--- src/rtl/asc_pkg.sv ---
// ----------------------------------------------------------------------------
// asc_pkg
// Shared types and constants of the activation slice scheduler.
// ----------------------------------------------------------------------------
package asc_pkg;

    localparam int CNT_W   = 64;
    localparam int STEPS_W = 11;
    localparam int GRANT_W = 7;
    localparam int EXEC_W  = 12;
    localparam int CMD_W   = 2;

    localparam logic [STEPS_W-1:0] ACTIVATION_STEPS = STEPS_W'(1024);
    localparam logic [GRANT_W-1:0] SLICE_CAP        = GRANT_W'(64);

    localparam logic MODE_LEGACY   = 1'b0;
    localparam logic MODE_DEFERRED = 1'b1;

    typedef enum logic [CMD_W-1:0] {
        CMD_REQUEST = 2'd0,
        CMD_BEGIN   = 2'd1,
        CMD_END     = 2'd2
    } t_cmd;

    typedef struct packed {
        logic [CMD_W-1:0]  cmd;
        logic [EXEC_W-1:0] executed_steps;
        logic              hint;
        logic              fault;
    } t_item;

    typedef struct packed {
        logic               accepted;
        logic [GRANT_W-1:0] granted_steps;
        logic               busy_res;
    } t_result;

endpackage

--- src/rtl/asc_in_if.sv ---
// ----------------------------------------------------------------------------
// asc_in_if
// Command channel: valid/ready with one command item.
// ----------------------------------------------------------------------------
interface asc_in_if;
    import asc_pkg::*;

    logic               valid;
    logic               ready;
    logic [CMD_W-1:0]   cmd;
    logic [EXEC_W-1:0]  executed_steps;
    logic               hint;
    logic               fault;

    modport source (output valid, output cmd, output executed_steps, output hint,
                    output fault, input ready);
    modport sink   (input valid, input cmd, input executed_steps, input hint,
                    input fault, output ready);
endinterface

--- src/rtl/asc_out_if.sv ---
// ----------------------------------------------------------------------------
// asc_out_if
// Result channel: valid/ready with one result item.
// ----------------------------------------------------------------------------
interface asc_out_if;
    import asc_pkg::*;

    logic               valid;
    logic               ready;
    logic               accepted;
    logic [GRANT_W-1:0] granted_steps;
    logic               busy_res;

    modport source (output valid, output accepted, output granted_steps,
                    output busy_res, input ready);
    modport sink   (input valid, input accepted, input granted_steps,
                    input busy_res, output ready);
endinterface

--- src/rtl/asc_cfg_if.sv ---
// ----------------------------------------------------------------------------
// asc_cfg_if
// Configuration write channel carrying the mode register value.
// ----------------------------------------------------------------------------
interface asc_cfg_if;
    logic valid;
    logic ready;
    logic mode;

    modport source (output valid, output mode, input ready);
    modport sink   (input valid, input mode, output ready);
endinterface

--- src/rtl/asc_core.sv ---
// ----------------------------------------------------------------------------
// asc_core
// Scheduler state and the combinational command evaluation.
// ----------------------------------------------------------------------------
module asc_core (
    input  logic              i_clk,
    input  logic              i_rst_n,
    input  logic              i_fire,
    input  logic              i_mode,
    input  asc_pkg::t_item    i_item,
    output asc_pkg::t_result  o_result
);
    import asc_pkg::*;

    logic [CNT_W-1:0]   r_act_cnt,   n_act_cnt;
    logic [CNT_W-1:0]   r_slice_cnt, n_slice_cnt;
    logic [STEPS_W-1:0] r_left,      n_left;
    logic               r_pend,      n_pend;
    logic               r_rearm,     n_rearm;

    logic [GRANT_W-1:0] quota;
    logic [CNT_W-1:0]   act_inc;
    logic               act_max;
    logic               slice_max;
    logic               ok;
    logic [GRANT_W-1:0] granted;

    logic               e_ok;
    logic [STEPS_W-1:0] e_left;
    logic               e_pend;
    logic               e_rearm;
    logic [CNT_W-1:0]   e_act;
    logic               e_abort;

    assign quota     = (r_left < STEPS_W'(SLICE_CAP)) ? r_left[GRANT_W-1:0] : SLICE_CAP;
    assign act_inc   = r_act_cnt + CNT_W'(1);
    assign act_max   = &r_act_cnt;
    assign slice_max = &r_slice_cnt;
    assign e_abort   = i_item.hint | i_item.fault;

    // end command: evaluate the candidate state, then qualify it
    always_comb begin
        e_ok    = r_pend
                  && (i_item.executed_steps <= EXEC_W'(quota))
                  && (e_abort || (i_item.executed_steps == EXEC_W'(quota)));
        e_left  = r_left;
        e_pend  = r_pend;
        e_rearm = r_rearm;
        e_act   = r_act_cnt;
        if (e_abort) begin
            e_left  = '0;
            e_pend  = 1'b0;
            e_rearm = 1'b0;
        end else begin
            e_left = r_left - i_item.executed_steps[STEPS_W-1:0];
            if (e_left == '0) begin
                if (r_rearm) begin
                    if (act_max) begin
                        e_ok = 1'b0;
                    end
                    e_act   = act_inc;
                    e_left  = ACTIVATION_STEPS;
                    e_rearm = 1'b0;
                end else begin
                    e_pend = 1'b0;
                end
            end
        end
        // no slice yet: only an immediate rearm back to the full budget passes
        if ((r_slice_cnt == '0) && (e_left != ACTIVATION_STEPS)) begin
            e_ok = 1'b0;
        end
    end

    always_comb begin
        n_act_cnt   = r_act_cnt;
        n_slice_cnt = r_slice_cnt;
        n_left      = r_left;
        n_pend      = r_pend;
        n_rearm     = r_rearm;
        ok          = 1'b0;
        granted     = '0;
        if (i_mode == MODE_DEFERRED) begin
            case (i_item.cmd)
                CMD_REQUEST: begin
                    if (r_pend) begin
                        n_rearm = 1'b1;
                        ok      = 1'b1;
                    end else if (!act_max) begin
                        n_act_cnt = act_inc;
                        n_left    = ACTIVATION_STEPS;
                        n_pend    = 1'b1;
                        ok        = 1'b1;
                    end
                end
                CMD_BEGIN: begin
                    if (r_pend && !slice_max) begin
                        n_slice_cnt = r_slice_cnt + CNT_W'(1);
                        granted     = quota;
                        ok          = 1'b1;
                    end
                end
                CMD_END: begin
                    if (e_ok) begin
                        n_act_cnt = e_act;
                        n_left    = e_left;
                        n_pend    = e_pend;
                        n_rearm   = e_rearm;
                        ok        = 1'b1;
                    end
                end
                default: begin
                    ok = 1'b0;
                end
            endcase
        end
    end

    assign o_result.accepted      = ok;
    assign o_result.granted_steps = granted;
    assign o_result.busy_res      = n_pend;

    always_ff @(posedge i_clk) begin
        if (!i_rst_n) begin
            r_act_cnt   <= '0;
            r_slice_cnt <= '0;
            r_left      <= '0;
            r_pend      <= 1'b0;
            r_rearm     <= 1'b0;
        end else if (i_fire) begin
            r_act_cnt   <= n_act_cnt;
            r_slice_cnt <= n_slice_cnt;
            r_left      <= n_left;
            r_pend      <= n_pend;
            r_rearm     <= n_rearm;
        end
    end

endmodule

--- src/rtl/activation_slice_scheduler.sv ---
// ----------------------------------------------------------------------------
// activation_slice_scheduler
// Hands out the step budget of deferred work activations in slices.
// ----------------------------------------------------------------------------
// One command is taken per cycle while the command channel is ready, and its
// result appears in the output register on the next cycle; a command is
// evaluated combinationally against the scheduler state (64-bit activation
// and slice counters, step budget, pending and rearm flags) and the state is
// updated on the same edge. The command channel stays ready while the output
// register is empty or its result is being taken, so back-to-back commands
// run at one per cycle. The mode register resets to the deferred slicing
// mode and is written through the configuration channel, which is always
// ready; write it only while no command is in flight.
module activation_slice_scheduler (
    input  logic     i_clk,
    input  logic     i_rst_n,
    asc_cfg_if.sink  i_cfg,
    asc_in_if.sink   i_in,
    asc_out_if.source o_out
);
    import asc_pkg::*;

    logic    r_mode;
    logic    r_out_valid;
    t_result r_result;

    t_item   item;
    t_result result;
    logic    fire;

    assign i_cfg.ready = 1'b1;

    assign item.cmd            = i_in.cmd;
    assign item.executed_steps = i_in.executed_steps;
    assign item.hint           = i_in.hint;
    assign item.fault          = i_in.fault;

    assign i_in.ready = !r_out_valid || o_out.ready;
    assign fire       = i_in.valid && i_in.ready;

    asc_core u_core (
        .i_clk    (i_clk),
        .i_rst_n  (i_rst_n),
        .i_fire   (fire),
        .i_mode   (r_mode),
        .i_item   (item),
        .o_result (result)
    );

    always_ff @(posedge i_clk) begin
        if (!i_rst_n) begin
            r_mode <= MODE_DEFERRED;
        end else if (i_cfg.valid) begin
            r_mode <= i_cfg.mode;
        end
    end

    // hold the result until it is taken
    always_ff @(posedge i_clk) begin
        if (!i_rst_n) begin
            r_out_valid <= 1'b0;
        end else if (fire) begin
            r_out_valid <= 1'b1;
        end else if (o_out.ready) begin
            r_out_valid <= 1'b0;
        end
    end

    always_ff @(posedge i_clk) begin
        if (fire) begin
            r_result <= result;
        end
    end

    assign o_out.valid         = r_out_valid;
    assign o_out.accepted      = r_result.accepted;
    assign o_out.granted_steps = r_result.granted_steps;
    assign o_out.busy_res      = r_result.busy_res;

endmodule

--- src/flat_wrapper.sv ---
// flat-port wrapper written by rule: the top's interface ports become plain ports
module activation_slice_scheduler_flat import asc_pkg::*;
  (i_clk, i_rst_n, i_cfg_valid, i_cfg_mode, i_cfg_ready, i_in_valid, i_in_cmd, i_in_executed_steps, i_in_hint, i_in_fault, i_in_ready, o_out_valid, o_out_accepted, o_out_granted_steps, o_out_busy_res, o_out_ready);
  asc_cfg_if i_cfg_i ();
  asc_in_if i_in_i ();
  asc_out_if o_out_i ();
  input  logic i_clk;
  input  logic i_rst_n;
  input wire logic [$bits(i_cfg_i.valid)-1:0] i_cfg_valid;
  input wire logic [$bits(i_cfg_i.mode)-1:0] i_cfg_mode;
  output wire logic [$bits(i_cfg_i.ready)-1:0] i_cfg_ready;
  input wire logic [$bits(i_in_i.valid)-1:0] i_in_valid;
  input wire logic [$bits(i_in_i.cmd)-1:0] i_in_cmd;
  input wire logic [$bits(i_in_i.executed_steps)-1:0] i_in_executed_steps;
  input wire logic [$bits(i_in_i.hint)-1:0] i_in_hint;
  input wire logic [$bits(i_in_i.fault)-1:0] i_in_fault;
  output wire logic [$bits(i_in_i.ready)-1:0] i_in_ready;
  output wire logic [$bits(o_out_i.valid)-1:0] o_out_valid;
  output wire logic [$bits(o_out_i.accepted)-1:0] o_out_accepted;
  output wire logic [$bits(o_out_i.granted_steps)-1:0] o_out_granted_steps;
  output wire logic [$bits(o_out_i.busy_res)-1:0] o_out_busy_res;
  input wire logic [$bits(o_out_i.ready)-1:0] o_out_ready;
  assign i_cfg_i.valid = i_cfg_valid;
  assign i_cfg_i.mode = i_cfg_mode;
  assign i_cfg_ready = i_cfg_i.ready;
  assign i_in_i.valid = i_in_valid;
  assign i_in_i.cmd = i_in_cmd;
  assign i_in_i.executed_steps = i_in_executed_steps;
  assign i_in_i.hint = i_in_hint;
  assign i_in_i.fault = i_in_fault;
  assign i_in_ready = i_in_i.ready;
  assign o_out_valid = o_out_i.valid;
  assign o_out_accepted = o_out_i.accepted;
  assign o_out_granted_steps = o_out_i.granted_steps;
  assign o_out_busy_res = o_out_i.busy_res;
  assign o_out_i.ready = o_out_ready;
  activation_slice_scheduler u_core (.i_clk(i_clk), .i_rst_n(i_rst_n), .i_cfg(i_cfg_i), .i_in(i_in_i), .o_out(o_out_i));
endmodule
--- config.mk ---
export PLATFORM = sky130hd
export DESIGN_NAME = activation_slice_scheduler_flat
export DESIGN_NICKNAME = d
export VERILOG_FILES = /design/src/rtl/asc_pkg.sv /design/src/rtl/asc_in_if.sv /design/src/rtl/asc_out_if.sv /design/src/rtl/asc_cfg_if.sv /design/src/rtl/asc_core.sv /design/src/rtl/activation_slice_scheduler.sv /design/src/flat_wrapper.sv
export SDC_FILE = /design/constraint.sdc
export NUM_CORES = 1
export LEC_CHECK = 0
export ABC_CLOCK_PERIOD_IN_PS = 3900
export BUFFER_PORTS_ARGS = -buffer_cell sky130_fd_sc_hd__buf_2
export CORE_MARGIN = 2
export CORE_UTILIZATION = 60
export DETAILED_ROUTE_END_ITERATION = 12
export HOLD_SLACK_MARGIN = 0.12
export PLACE_DENSITY_LB_ADDON = 0.12
export SLEW_MARGIN = 25
export SYNTH_ARGS = -nofsm -noshare
export SYNTH_HDL_FRONTEND = slang
export SYNTH_HIERARCHICAL = 1
export SYNTH_SLANG_ARGS = --single-unit
--- constraint.sdc ---
create_clock -name i_clk -period 3.9 [get_ports i_clk]
set_input_delay 0.195 -clock i_clk [delete_from_list [all_inputs] [get_ports i_clk]]
set_output_delay 0.195 -clock i_clk [all_outputs]
set_load 0.01 [all_outputs]
# Yosys cells after proc, flatten, opt, wreduce, memory -nomap -nowiden
# Index checks and enable logic that the tools add are counted.
[word_totals] reg_bits=152 inputBits=22 out_inout_bits=12 word_cells=87
[classes] addsub=3 n_lt_le_gt_ge=2 eq_ne=12 mux=38 n_bitwise=1 reduce_logical=21
[op_table] op="64-bit two-way mux" count=6
[op_table] op="64-bit by 1-bit adder with 64-bit output, second input constant" count=2
[op_table] op="64-bit case mux with 2 select lines" count=1
[op_table] op="64-bit AND reduction" count=2
[op_table] op="11-bit two-way mux" count=6
[op_table] op="64-bit logical NOT" count=1
[op_table] op="11-bit case mux with 2 select lines" count=1
[op_table] op="1-bit two-way mux" count=20
[op_table] op="2-bit inequality test, second input constant" count=7
[op_table] op="12-bit by 7-bit equality test with 1-bit output" count=1
[op_table] op="12-bit by 7-bit <= comparator with 1-bit output" count=1
[op_table] op="6-bit AND reduction" count=2
[op_table] op="11-bit logical NOT" count=1
[op_table] op="11-bit by 7-bit < comparator with 1-bit output, second input constant" count=1
[op_table] op="11-bit inequality test, second input constant" count=1
[op_table] op="11-bit subtractor" count=1
[op_table] op="9-bit AND reduction" count=1
[op_table] op="7-bit two-way mux" count=1
[op_table] op="1-bit logical AND" count=5
[op_table] op="1-bit case mux with 2 select lines" count=2
[op_table] op="4-bit AND reduction" count=1
[op_table] op="2-bit nonzero test" count=2
[op_table] op="3-bit inequality test, second input constant" count=1
[op_table] op="1-bit case mux with 3 select lines" count=1
[op_table] op="other kinds (7)" count=9

# Depth between registers and ports, before layout
# Gate-level depths: netlist (run 1).
[depth] depth_word=13 depth_mapped=15 ltp_nobuf=13

# Cells and area by module
# The synthesis (run 1) kept the hierarchy.
[modules_own_cells] module="asc_core" instances=1 cells_per_inst=1001 area_each_um2=7991.4 seq_area_each_um2=2822.7
[modules_own_cells] module="activation_slice_scheduler" instances=1 cells_per_inst=19 area_each_um2=372.9 seq_area_each_um2=310.3

# Worst setup path before layout (run 1)
# Ideal clock, no wire load.
[synth_timing] path_kind="flip-flop to flip-flop" start="register u_core.u_core.r_left[6]" end="register u_core.u_core.r_act_cnt[37]" setup_ns=0.135 arrival_time_ns=3.467 required_time_ns=3.765 path_slack_ns=0.298 path_stages_with_launch=16 n_path_buf=2 synth_period_minus_slack_ns=3.602 path_cell_list="dfxtp_1 or4_1 nor2_1 nand2_1 ha_1 nand3_1 nor3_1 a211oi_1 nor4_1 nand3_1 nor4_4 nor2_1 clkbuf_1 buf_2 o311ai_0 o41ai_1"
[synth_between] elab_chain_cells=12 elab_cells_between_ends=22 classes_between="add/sub: 1; order compare: 2; eq/ne: 4; mux: 9; reduce/logical: 6"
[synth_rtl] item="from (decl)" line_no="asc_core.sv:17" text="logic [STEPS_W-1:0] r_left, n_left;"
[synth_rtl] item="from (signal assigned)" line_no="asc_core.sv:133" text="r_left <= n_left;"
[synth_rtl] item="11-bit by 7-bit < comparator with 1-bit output" line_no="asc_core.sv:35" text="assign quota = (r_left < STEPS_W'(SLICE_CAP)) ? r_left[GRANT_W-1:0] : SLICE_CAP;"
[synth_rtl] item="7-bit two-way mux" line_no="asc_core.sv:35"
[synth_rtl] item="12-bit by 7-bit <= comparator with 1-bit output or 12-bit by 7-bit equality test with 1-bit output (tied branches)" line_no="asc_core.sv:44, asc_core.sv:45"
[synth_rtl] item="1-bit logical AND or 1-bit logical OR (tied branches)" line_no="asc_core.sv:44, asc_core.sv:45"
[synth_rtl] item="1-bit logical AND" line_no="asc_core.sv:45" text="&& (e_abort || (i_item.executed_steps == EXEC_W'(quota)));"
[synth_rtl] item="1-bit two-way mux" line_no="asc_core.sv:58" text="if (act_max) begin"
[synth_rtl] item="1-bit two-way mux" line_no="asc_core.sv:57" text="if (r_rearm) begin"
[synth_rtl] item="1-bit two-way mux" line_no="asc_core.sv:56" text="if (e_left == '0) begin"
[synth_rtl] item="1-bit two-way mux" line_no="asc_core.sv:50" text="if (e_abort) begin"
[synth_rtl] item="1-bit two-way mux" line_no="asc_core.sv:70" text="if ((r_slice_cnt == '0) && (e_left != ACTIVATION_STEPS)) begin"
[synth_rtl] item="2-bit inequality test (no line)"
[synth_rtl] item="9-bit AND reduction (no line) (*)"
[synth_rtl] item="to (signal assigned)" line_no="asc_core.sv:131" text="r_act_cnt <= n_act_cnt;"
[synth_rtl] item="to (decl)" line_no="asc_core.sv:15" text="logic [CNT_W-1:0] r_act_cnt, n_act_cnt;"
# Every way passes the cells marked *; elsewhere a longest branch is shown, timed or not.
# A chain may end at the register's enable or synchronous reset.

# Worst setup path in the final report (run 1)
[layout_timing] start="register u_core.u_core.r_left[6]" end="register u_core.u_core.r_act_cnt[47]"
# The elaborated chain is that of the path after synthesis.

==> qor.log, run 1 <==
INFO  finish         finish.utilization=69.5%
INFO  die            io_pins=34
INFO  global_route   first_global_vias=6799
INFO  synth          syn_avg_cell_area=8.20squm
INFO  die            design.die.area=0.0149sqmm
INFO  clocking       clock-root-buffer=sky130_fd_sc_hd__clkbuf_16
INFO  clocking       ctsHtreeMaxLevel=4
INFO  drt            routed_wl=19.0mm
INFO  finish         post_layout_nonfiller_instances=1262
INFO  global_route   globalRouteTotalUtil=26.2%
INFO  placement      gp_congestion=0.829
INFO  finish         diodes=0
INFO  worst_setup_path worst_r2r_endpoint=u_core/u_core/r_act_cnt[47]$_SDFFE_PN0P_
INFO  worst_setup_path cp-start-kind=flip-flop
INFO  clocking       clock-sinks=152
INFO  worst_setup_path slowest_delay=0.55ns
INFO  hold_path      hold_end=u_core/u_core/r_rearm$_SDFFE_PN0P_
INFO  drt            final_antenna_net_count=0
INFO  clocking       tritoncts_clock_tree=yes
INFO  clocking       tritoncts.num_buffers=17
INFO  placement      place_ws=-0.0246ns
INFO  drt            detailedRoute.firstIterationViolations=588
INFO  global_route   globalRouteMet1Util=35.0%
INFO  clocking       clk_latency=0.42ns
INFO  finish         number_of_fill_cells_in_the_layout=1163
INFO  power_and_ir_drop power.leakage=0.00346uW
INFO  worst_setup_path timing.critical_path.cells=or4_4 > nor2_4 > nand2_1 > ha_1 > nand3_1 > nor3_2 > a21oi_1 > nor4_2 > nand3_1 > nor4_4 > buf_4 > nor2_4 > or4_1 > a21oi_1
INFO  worst_setup_path worstPathArrival=4.01ns
INFO  worst_setup_path worst-setup-path-type=flip-flop to flip-flop
INFO  timing         whs=0.207ns
INFO  synth          ys_ff_latch=152
INFO  worst_setup_path r2r_cells=14
INFO  die            initial_utilization=60.7%
INFO  worst_setup_path crit_family=simple AND/OR/NAND/NOR gates
INFO  worst_setup_path setup.reg_to_reg.worst_slack=0.23ns
INFO  timing         totalNegativeSetupSlack=0ns
INFO  hold_path      hold_class=input pin to flip-flop
INFO  clocking       clk_pin_slew_worst_paths=0.06ns
INFO  timing         final_max_slew_viol_count=0
INFO  hold_path      hold_path_startpoint=i_in_cmd[1]
INFO  synth          syn-num-nets=1063
INFO  die            die_y=122microns
INFO  status         outcome=complete, no violations
INFO  clocking       max-clock-path-buffers=2
INFO  drt            avgRoutedWirePerCell=15.1microns
INFO  global_route   grt-busiest-layer=met2
INFO  timing         worst_slew_pin_slew=0.957ns
INFO  timing         grt_setup_unrepaired=no
INFO  drt            via_per_inst=5.93
INFO  timing         min_period_over_period=94.1%
INFO  worst_setup_path cp.depth=14
INFO  worst_setup_path slowest_stage=sky130_fd_sc_hd__or4_4
INFO  drt            dr_total_vias=7489
INFO  finish         layout.area.seq=0.00313sqmm
INFO  timing         max_slew_margin=36.1%
INFO  timing         worst_clock_skew=0.00502ns
INFO  placement      dp.final_hpwl=12.6mm
INFO  power_and_ir_drop power_density=355mW/mm^2
INFO  timing         timing.final.crit_period=3.67ns
INFO  finish         multiInputGateArea=0.00495sqmm
INFO  die            placement_row_count=43
INFO  timing         final_hold_viol_count=0
INFO  worst_setup_path path_max_fanout=17
INFO  placement      post-place-cells=1220
INFO  timing         timing.final.setup_violations=0
INFO  global_route   groute.layer.met3.usage=5.81%
INFO  die            die-width=122microns
INFO  finish         drive_above_1_share=11.7%
INFO  die            core=0.0138sqmm
INFO  global_route   global_route.usage.met2=42.2%
INFO  synth          synthesis.yosys.warnings=6
INFO  placement      numPortBuffers=32
INFO  synth          synth_sequential_area_ratio=37.5%
INFO  timing         clock.fmax=272MHz
INFO  finish         area_delta_synth_final=14.5%
INFO  worst_setup_path worst_ep_required_time=4.24ns
INFO  power_and_ir_drop irDropWorstVdd=0.332mV
INFO  global_route   grt_first_pass_wirelength=31.7mm
INFO  synth          synth_enable_flop_cells=9
INFO  global_route   grt_overflow_total=0
INFO  synth          synth.lib_cells_used.distinct=63
INFO  worst_setup_path critical_path.reg2reg.startpoint=u_core/u_core/r_left[6]$_SDFFE_PN0P_
INFO  synth          synthArstFlopShare=0%
INFO  synth          synthesis.area=0.00836sqmm
INFO  drt            dr.pass1.iters=6
INFO  finish         net_count_of_the_finished_layout=1113
INFO  drt            number_of_remaining_drc_errors=0
INFO  synth          synthesized_netlist_cell_count=1020
INFO  worst_setup_path wp_buf_inv=1
INFO  synth          synth_ff_type=sky130_fd_sc_hd__dfxtp_1
INFO  global_route   maximum_number_of_pins_on_one_net_before_global_route_repair=76
INFO  timing         timing.final.ws_setup=0.228ns
INFO  hold_path      whs_path_depth=4
INFO  worst_setup_path timing.critical_path.to_type=flip-flop
INFO  global_route   grt_antenna_before_repair=0
INFO  job            drv.max_cap_violation_count=0
[cell type report]
class,instances,share of cell area (%)
clock buffers,25,5.28
clock inverters,6,0.928
inverters,41,1.61
multi-input cells,782,51.7
flip-flops and latches,152,32.7
well taps,180,2.35
repair buffers,76,5.40
[how the worst max path moves through the flow]
stage	start	endpoint	slack (ns)
final	u_core/u_core/r_left[6]$_SDFFE_PN0P_	u_core/u_core/r_act_cnt[47]$_SDFFE_PN0P_	0.23
after floorplan	u_core/u_core/r_left[6]$_SDFFE_PN0P_	u_core/u_core/r_act_cnt[37]$_SDFFE_PN0P_	0.30
after detailed placement	u_core/u_core/r_left[6]$_SDFFE_PN0P_	u_core/u_core/r_act_cnt[11]$_SDFFE_PN0P_	-0.02
after global placement	u_core/u_core/r_left[6]$_SDFFE_PN0P_	u_core/u_core/r_act_cnt[22]$_SDFFE_PN0P_	-0.02
after CTS	u_core/u_core/r_left[6]$_SDFFE_PN0P_	u_core/u_core/r_act_cnt[11]$_SDFFE_PN0P_	0.01
after global routing	u_core/u_core/r_left[6]$_SDFFE_PN0P_	u_core/u_core/r_act_cnt[47]$_SDFFE_PN0P_	0.006
[cells in the mapped netlist, types with 2 or more instances]
cell / n / area share, %
sky130_fd_sc_hd__a21o_1: 4 / 0.36
sky130_fd_sc_hd__o41ai_1: 4 / 0.42
sky130_fd_sc_hd__and3_1: 12 / 0.90
sky130_fd_sc_hd__o31ai_1: 16 / 1.4
sky130_fd_sc_hd__nor3_1: 25 / 1.5
sky130_fd_sc_hd__edfxtp_1: 9 / 3.2
sky130_fd_sc_hd__a31oi_1: 4 / 0.30
sky130_fd_sc_hd__inv_1: 41 / 1.8
sky130_fd_sc_hd__mux2i_1: 18 / 2.2
sky130_fd_sc_hd__ha_1: 20 / 3.0
sky130_fd_sc_hd__o211ai_1: 10 / 0.90
sky130_fd_sc_hd__nor3b_1: 8 / 0.72
sky130_fd_sc_hd__o21bai_1: 5 / 0.45
sky130_fd_sc_hd__nor2_1: 107 / 4.8
sky130_fd_sc_hd__or4_1: 19 / 1.7
sky130_fd_sc_hd__nand3b_1: 6 / 0.54
sky130_fd_sc_hd__and2_1: 29 / 2.2
sky130_fd_sc_hd__nor4_4: 2 / 0.51
sky130_fd_sc_hd__xor2_1: 49 / 5.1
sky130_fd_sc_hd__nand4_1: 40 / 3.0
sky130_fd_sc_hd__o2111ai_1: 7 / 0.73
sky130_fd_sc_hd__xnor2_1: 34 / 3.6
sky130_fd_sc_hd__nand3_1: 63 / 3.8
sky130_fd_sc_hd__buf_2: 3 / 0.18
sky130_fd_sc_hd__nor2b_1: 6 / 0.45
sky130_fd_sc_hd__or2_2: 5 / 0.37
sky130_fd_sc_hd__nor4b_1: 4 / 0.42
sky130_fd_sc_hd__o21ai_0: 33 / 2.0
sky130_fd_sc_hd__a211oi_1: 5 / 0.45
sky130_fd_sc_hd__nand2b_1: 18 / 1.3
sky130_fd_sc_hd__a21oi_1: 35 / 2.1
sky130_fd_sc_hd__clkbuf_1: 38 / 1.7
sky130_fd_sc_hd__o311ai_0: 4 / 0.42
sky130_fd_sc_hd__or3_4: 2 / 0.27
sky130_fd_sc_hd__and4_1: 11 / 1.2
sky130_fd_sc_hd__nand2_1: 95 / 4.3
sky130_fd_sc_hd__buf_4: 3 / 0.27
sky130_fd_sc_hd__nor4_1: 36 / 2.7
sky130_fd_sc_hd__or4b_1: 2 / 0.24
sky130_fd_sc_hd__dfxtp_1: 143 / 34
sky130_fd_sc_hd__o21ai_1: 2 / 0.12
sky130_fd_sc_hd__o21a_1: 8 / 0.72
sky130_fd_sc_hd__or3_1: 15 / 1.1
[what timing repair did]
| item | 4_1_cts | 5_1_grt |
|---|---|---|
| gates resized for setup | 1 | 10 |
| hold buffers | 4 | 0 |
| cloned | 0 | 1 |
| buffers inserted | 0 | 6 |
| pin swaps | 0 | 3 |
| endpoints found under the hold margin | 2 | 0 |
| setup endpoints to repair | 3 | 58 |
[layout by cell type, fill, tap and decap left out, types with 35 or more instances in the layout]
| cell type | instances |
|---|---|
| sky130_fd_sc_hd__a21oi_1 | 35 |
| sky130_fd_sc_hd__buf_4 | 38 |
| sky130_fd_sc_hd__dfxtp_1 | 143 |
| sky130_fd_sc_hd__inv_1 | 40 |
| sky130_fd_sc_hd__nand2_1 | 95 |
| sky130_fd_sc_hd__nand3_1 | 63 |
| sky130_fd_sc_hd__nand4_1 | 40 |
| sky130_fd_sc_hd__nor2_1 | 105 |
| sky130_fd_sc_hd__nor4_1 | 35 |
| sky130_fd_sc_hd__xor2_1 | 49 |
[tightest hold or removal path, delay by kind of cell]
| kind | cells | cell delay [ns] |
|---|---|---|
| and+or+nand+nor | 2 | 0.15 |
| buffers and inverters | 1 | 0.15 |
| AOI/OAI and AO/OA | 1 | 0.08 |
[where the power goes]
part           switching (uW)  leakage [uW]  internal (uW)
logic                     106       0.00193           59.0
clock network             628      0.000286           1020
registers                5.62       0.00124           1580
[flip-flops by register name, summed over array words and instances (netlist names)]
signal	cells
u_core/u_core/r_act_cnt	64
u_core/u_core/r_left	11
u_core/o_out.granted_steps	7
u_core/u_core/r_slice_cnt	64
u_core/u_core/r_rearm	1
u_core/o_out.accepted	1
u_core/u_core/r_pend	1
u_core/r_mode	1
u_core/o_out.valid	1
u_core/o_out.busy_res	1
[kinds of logic (layout without fill, tap and decap cells)]
| kind of cell | Yosys count | count (layout) | synth area share, % |
|---|---|---|---|
| xor+xnor | 83 | 83 | 8.69 |
| fa+ha+maj | 21 | 21 | 3.23 |
| flops | 152 | 152 | 37.5 |
| mux | 18 | 18 | 2.15 |
| buf+inv | 87 | 148 | 4.17 |
| compound gates | 147 | 147 | 11.4 |
| other cells | 1 | 1 | 0.0448 |
| simple gates | 511 | 512 | 32.8 |
[through the flow]
| stage | power, uW | area (sq um) |
|---|---|---|
| after CTS | 3410 | 9470 |
| after global routing | 3510 | 9570 |
| after detailed placement | 1770 | 8830 |
| after floorplan | 1720 | 8360 |
| final | 3400 | 9570 |
| after global placement | 1770 | 8830 |
[routing by layer]
layer  vias up  wire, microns
met4         0            290
met5         -              0
met1      3528           9120
li1       3761              -
met2       176           8770
met3        24            861
Power figures use the tool's default switching activity.
==> inputs of run 2 (changes only) <==
- ABC_AREA: not set -> 1
- CORE_UTILIZATION: 60 -> 61
- PLACE_DENSITY: not set -> 0.76
- PLACE_DENSITY_LB_ADDON: 0.12 -> not set
==> qor.log, run 2 <==
INFO  worst_setup_path crit_family=simple AND/OR/NAND/NOR gates
INFO  finish         finish.utilization=67.4%
INFO  synth          synth_enable_flop_cells=9
INFO  finish         layout.cells.most_common_list=sky130_fd_sc_hd__nand2_1, sky130_fd_sc_hd__nor2_1, sky130_fd_sc_hd__inv_1, sky130_fd_sc_hd__dfxtp_1, sky130_fd_sc_hd__a21oi_1
INFO  synth          synthesized_netlist_cell_count=1676
INFO  drt            dr_total_vias=11400
INFO  clocking       clk_latency=0.44ns
INFO  placement      placedInstanceArea=0.0109sqmm
INFO  synth          synth.largest_area_cell=sky130_fd_sc_hd__dfxtp_1
INFO  clocking       tritoncts_clock_tree=yes
INFO  clocking       ctsHtreeMaxLevel=4
INFO  finish         net_count_of_the_finished_layout=1730
INFO  finish         diodes=0
INFO  drt            dr.pass1.iters=6
INFO  timing         final_hold_viol_count=0
INFO  clocking       clk_pin_slew_worst_paths=0.06ns
INFO  power_and_ir_drop power.leakage=0.00390uW
INFO  power_and_ir_drop irDropWorstVdd=0.353mV
INFO  timing         clock.fmax=275MHz
INFO  timing         timing.final.ws_setup=0.268ns
INFO  die            placement_row_count=48
INFO  timing         totalNegativeSetupSlack=0ns
INFO  finish         finalInstanceArea=0.0116sqmm
INFO  timing         min_period_over_period=93.1%
INFO  synth          yosys.cell_count.top_type=sky130_fd_sc_hd__nand2_1
INFO  synth          syn-num-nets=1719
INFO  finish         drive_above_1_share=6.18%
INFO  placement      numPortBuffers=32
INFO  placement      place_ws=0.401ns
INFO  drt            number_of_remaining_drc_errors=0
INFO  worst_setup_path cp-start-kind=flip-flop
INFO  worst_setup_path timing.critical_path.to_type=flip-flop
INFO  global_route   grt_first_pass_wirelength=50.4mm
INFO  drt            via_per_inst=5.94
INFO  clocking       max-clock-path-buffers=2
INFO  clocking       post-cts-setup-buffer-count=0
INFO  synth          synthArstFlopShare=0%
INFO  placement      gp_congestion=0.996
INFO  worst_setup_path path_common_cell=sky130_fd_sc_hd__nand2_1
INFO  worst_setup_path worst_ep_required_time=4.21ns
INFO  worst_setup_path path_max_fanout=75
INFO  synth          synth_top_cells_by_area=sky130_fd_sc_hd__dfxtp_1, sky130_fd_sc_hd__nand2_1, sky130_fd_sc_hd__xor2_1
INFO  synth          ys_ff_latch=152
INFO  synth          netlist_top_cells_count=sky130_fd_sc_hd__nand2_1, sky130_fd_sc_hd__nor2_1, sky130_fd_sc_hd__inv_1
INFO  die            initial_utilization=62.0%
INFO  finish         area_delta_synth_final=8.76%
INFO  worst_setup_path worst-setup-path-type=flip-flop to flip-flop
INFO  timing         timing.final.crit_period=3.63ns
INFO  synth          syn_avg_cell_area=6.35squm
INFO  worst_setup_path worstPathArrival=3.94ns
INFO  finish         most_common_library_cell_in_the_layout_ignoring_fill_and_taps=sky130_fd_sc_hd__nand2_1
INFO  worst_setup_path timing.critical_path.cells=or4_1 > nor2_1 > buf_4 > nand2_1 > ha_1 > a21oi_1 > o21ai_0 > nand2_1 > a21boi_0 > nor3_1 > o21a_1 > nand4_2 > nand2_2 > buf_12 > nand2_1 > o21ai_0 > nor2_1
INFO  status         outcome=complete, no violations
INFO  timing         timing.final.setup_violations=0
INFO  power_and_ir_drop power_density=306mW/mm^2
INFO  timing         worst_slew_pin_slew=0.989ns
INFO  job            drv.max_cap_violation_count=0
INFO  timing         whs=0.187ns
INFO  timing         grt_setup_unrepaired=no
INFO  die            die_y=136microns
INFO  synth          synthesis.yosys.warnings=6
INFO  die            design.die.area=0.0185sqmm
INFO  synth          synth_ff_type=sky130_fd_sc_hd__dfxtp_1
INFO  placement      dp.final_hpwl=23.7mm
INFO  global_route   globalRouteTotalUtil=34.5%
INFO  drt            avgRoutedWirePerCell=16.5microns
INFO  worst_setup_path slowest_stage=sky130_fd_sc_hd__or4_1
INFO  synth          synth.lib_cells_used.distinct=40
INFO  hold_path      hold_class=input pin to flip-flop
INFO  finish         number_of_fill_cells_in_the_layout=1565
INFO  synth          synth_sequential_area_ratio=29.4%
INFO  synth          synthDominantCellAreaShare=26.9%
INFO  clocking       tritoncts.num_buffers=17
INFO  worst_setup_path wp_buf_inv=2
INFO  drt            routed_wl=31.8mm
INFO  worst_setup_path slowest_delay=0.51ns
INFO  die            core=0.0172sqmm
INFO  global_route   maximum_number_of_pins_on_one_net_before_global_route_repair=91
INFO  die            die-width=136microns
INFO  clocking       clock-root-buffer=sky130_fd_sc_hd__clkbuf_16
INFO  global_route   grt_antenna_before_repair=0
INFO  timing         final_max_slew_viol_count=0
INFO  drt            detailedRoute.firstIterationViolations=1248
INFO  synth          synthesis.area=0.0106sqmm
INFO  die            io_pins=34
INFO  drt            final_antenna_net_count=0
INFO  timing         max_slew_margin=33.5%
INFO  finish         biggestRegsByFlops=u_core/u_core/r_act_cnt: 64 flops, u_core/u_core/r_slice_cnt: 64 flops, u_core/u_core/r_left: 11 flops
INFO  global_route   first_global_vias=9919
INFO  timing         worst_clock_skew=0.0169ns
INFO  global_route   grt_overflow_total=0
INFO  clocking       clock-sinks=152
## run 2: cell types whose count changed in the layout (fill, tap and decap cells not counted), moves of 18 or more
cell,delta
sky130_fd_sc_hd__nand4_1,+77
sky130_fd_sc_hd__mux2i_1,-18
sky130_fd_sc_hd__nor3_1,+63
sky130_fd_sc_hd__nand2_1,+355
sky130_fd_sc_hd__nor2_1,+80
sky130_fd_sc_hd__buf_4,-27
sky130_fd_sc_hd__and2_1,-29
sky130_fd_sc_hd__a21oi_1,+106
sky130_fd_sc_hd__inv_1,+134
sky130_fd_sc_hd__nand2b_1,-18
sky130_fd_sc_hd__xor2_1,+38
## run 2: kinds of logic after synthesis
logic type,count (synthesis),synth area share [%]
and+or+nand+nor,984,41.5
buffers and inverters,242,9.48
AOI/OAI and AO/OA,169,8.18
DFF,152,29.4
xor gates and xnor gates,107,8.80
adders and majority gates,21,2.54
other,1,0.0352
## run 2: worst paths after layout
check | slack (ns) | start | cells past startpoint | to
worst min-delay path | 0.19 | i_in_cmd[0] | 3 | u_core/o_out.busy_res$_DFFE_PP_
worst min register to register | 0.47 | u_core/u_core/r_act_cnt[25]$_SDFFE_PN0P_ | 2 | u_core/u_core/r_act_cnt[25]$_SDFFE_PN0P_
worst max-delay path | 0.27 | u_core/u_core/r_left[10]$_SDFFE_PN0P_ | 17 | u_core/u_core/r_left[1]$_SDFFE_PN0P_
worst max register to register | 0.27 | u_core/u_core/r_left[10]$_SDFFE_PN0P_ | 17 | u_core/u_core/r_left[1]$_SDFFE_PN0P_
## run 2: report_power, final
part | switching [uW] | internal (uW)
sequential | 6.55 | 1580
combinational | 167 | 66.2
clock | 721 | 1000
total | 895 | 2640
## run 2: cell type report
| class | instances | area, sq um | share of cell area, % |
|---|---|---|---|
| Multi-Input combinational cell | 1282 | 6510 | 56.2 |
| Sequential cell | 152 | 3130 | 27.1 |
| Inverter | 182 | 684 | 5.91 |
| Clock buffer | 19 | 454 | 3.92 |
| Timing Repair Buffer | 52 | 363 | 3.13 |
| Tap cell | 225 | 282 | 2.43 |
| Clock inverter | 13 | 156 | 1.35 |
## run 2: routing by layer
metal / vias to the layer above / share of wire [%] / global-route usage (%)
li1: 5593 / - / -
met1: 5224 / 45 / 51.2
met2: 568 / 42 / 50.6
met3: 49 / 10 / 6.49
met4: 0 / 1.9 / 9.84
met5: - / 0 / 0
## run 2: per-stage QoR
| step | cells | power (uW) |
|---|---|---|
| final | 1925 | 3540 |
| after global routing | 1925 | 3650 |
| after CTS | 1925 | 3560 |
| after detailed placement | 1887 | 1840 |
| after global placement | 1887 | 1840 |
| after floorplan | 1676 | 1790 |
## run 2: worst register-to-register path: cells and delay by family (launching register included)
kind | cells | cell delay (ns)
AND/OR/NAND/NOR | 9 | 1.62
AO/OA/AOI/OAI | 5 | 0.78
buffers and inverters | 2 | 0.45
flip-flops | 1 | 0.32
adder cells (fa/ha/maj) | 1 | 0.32
## run 2: repair_timing
action,4_1_cts,5_1_grt
gates resized for setup,0,0
hold endpoints to repair,3,0
hold buffers,6,0
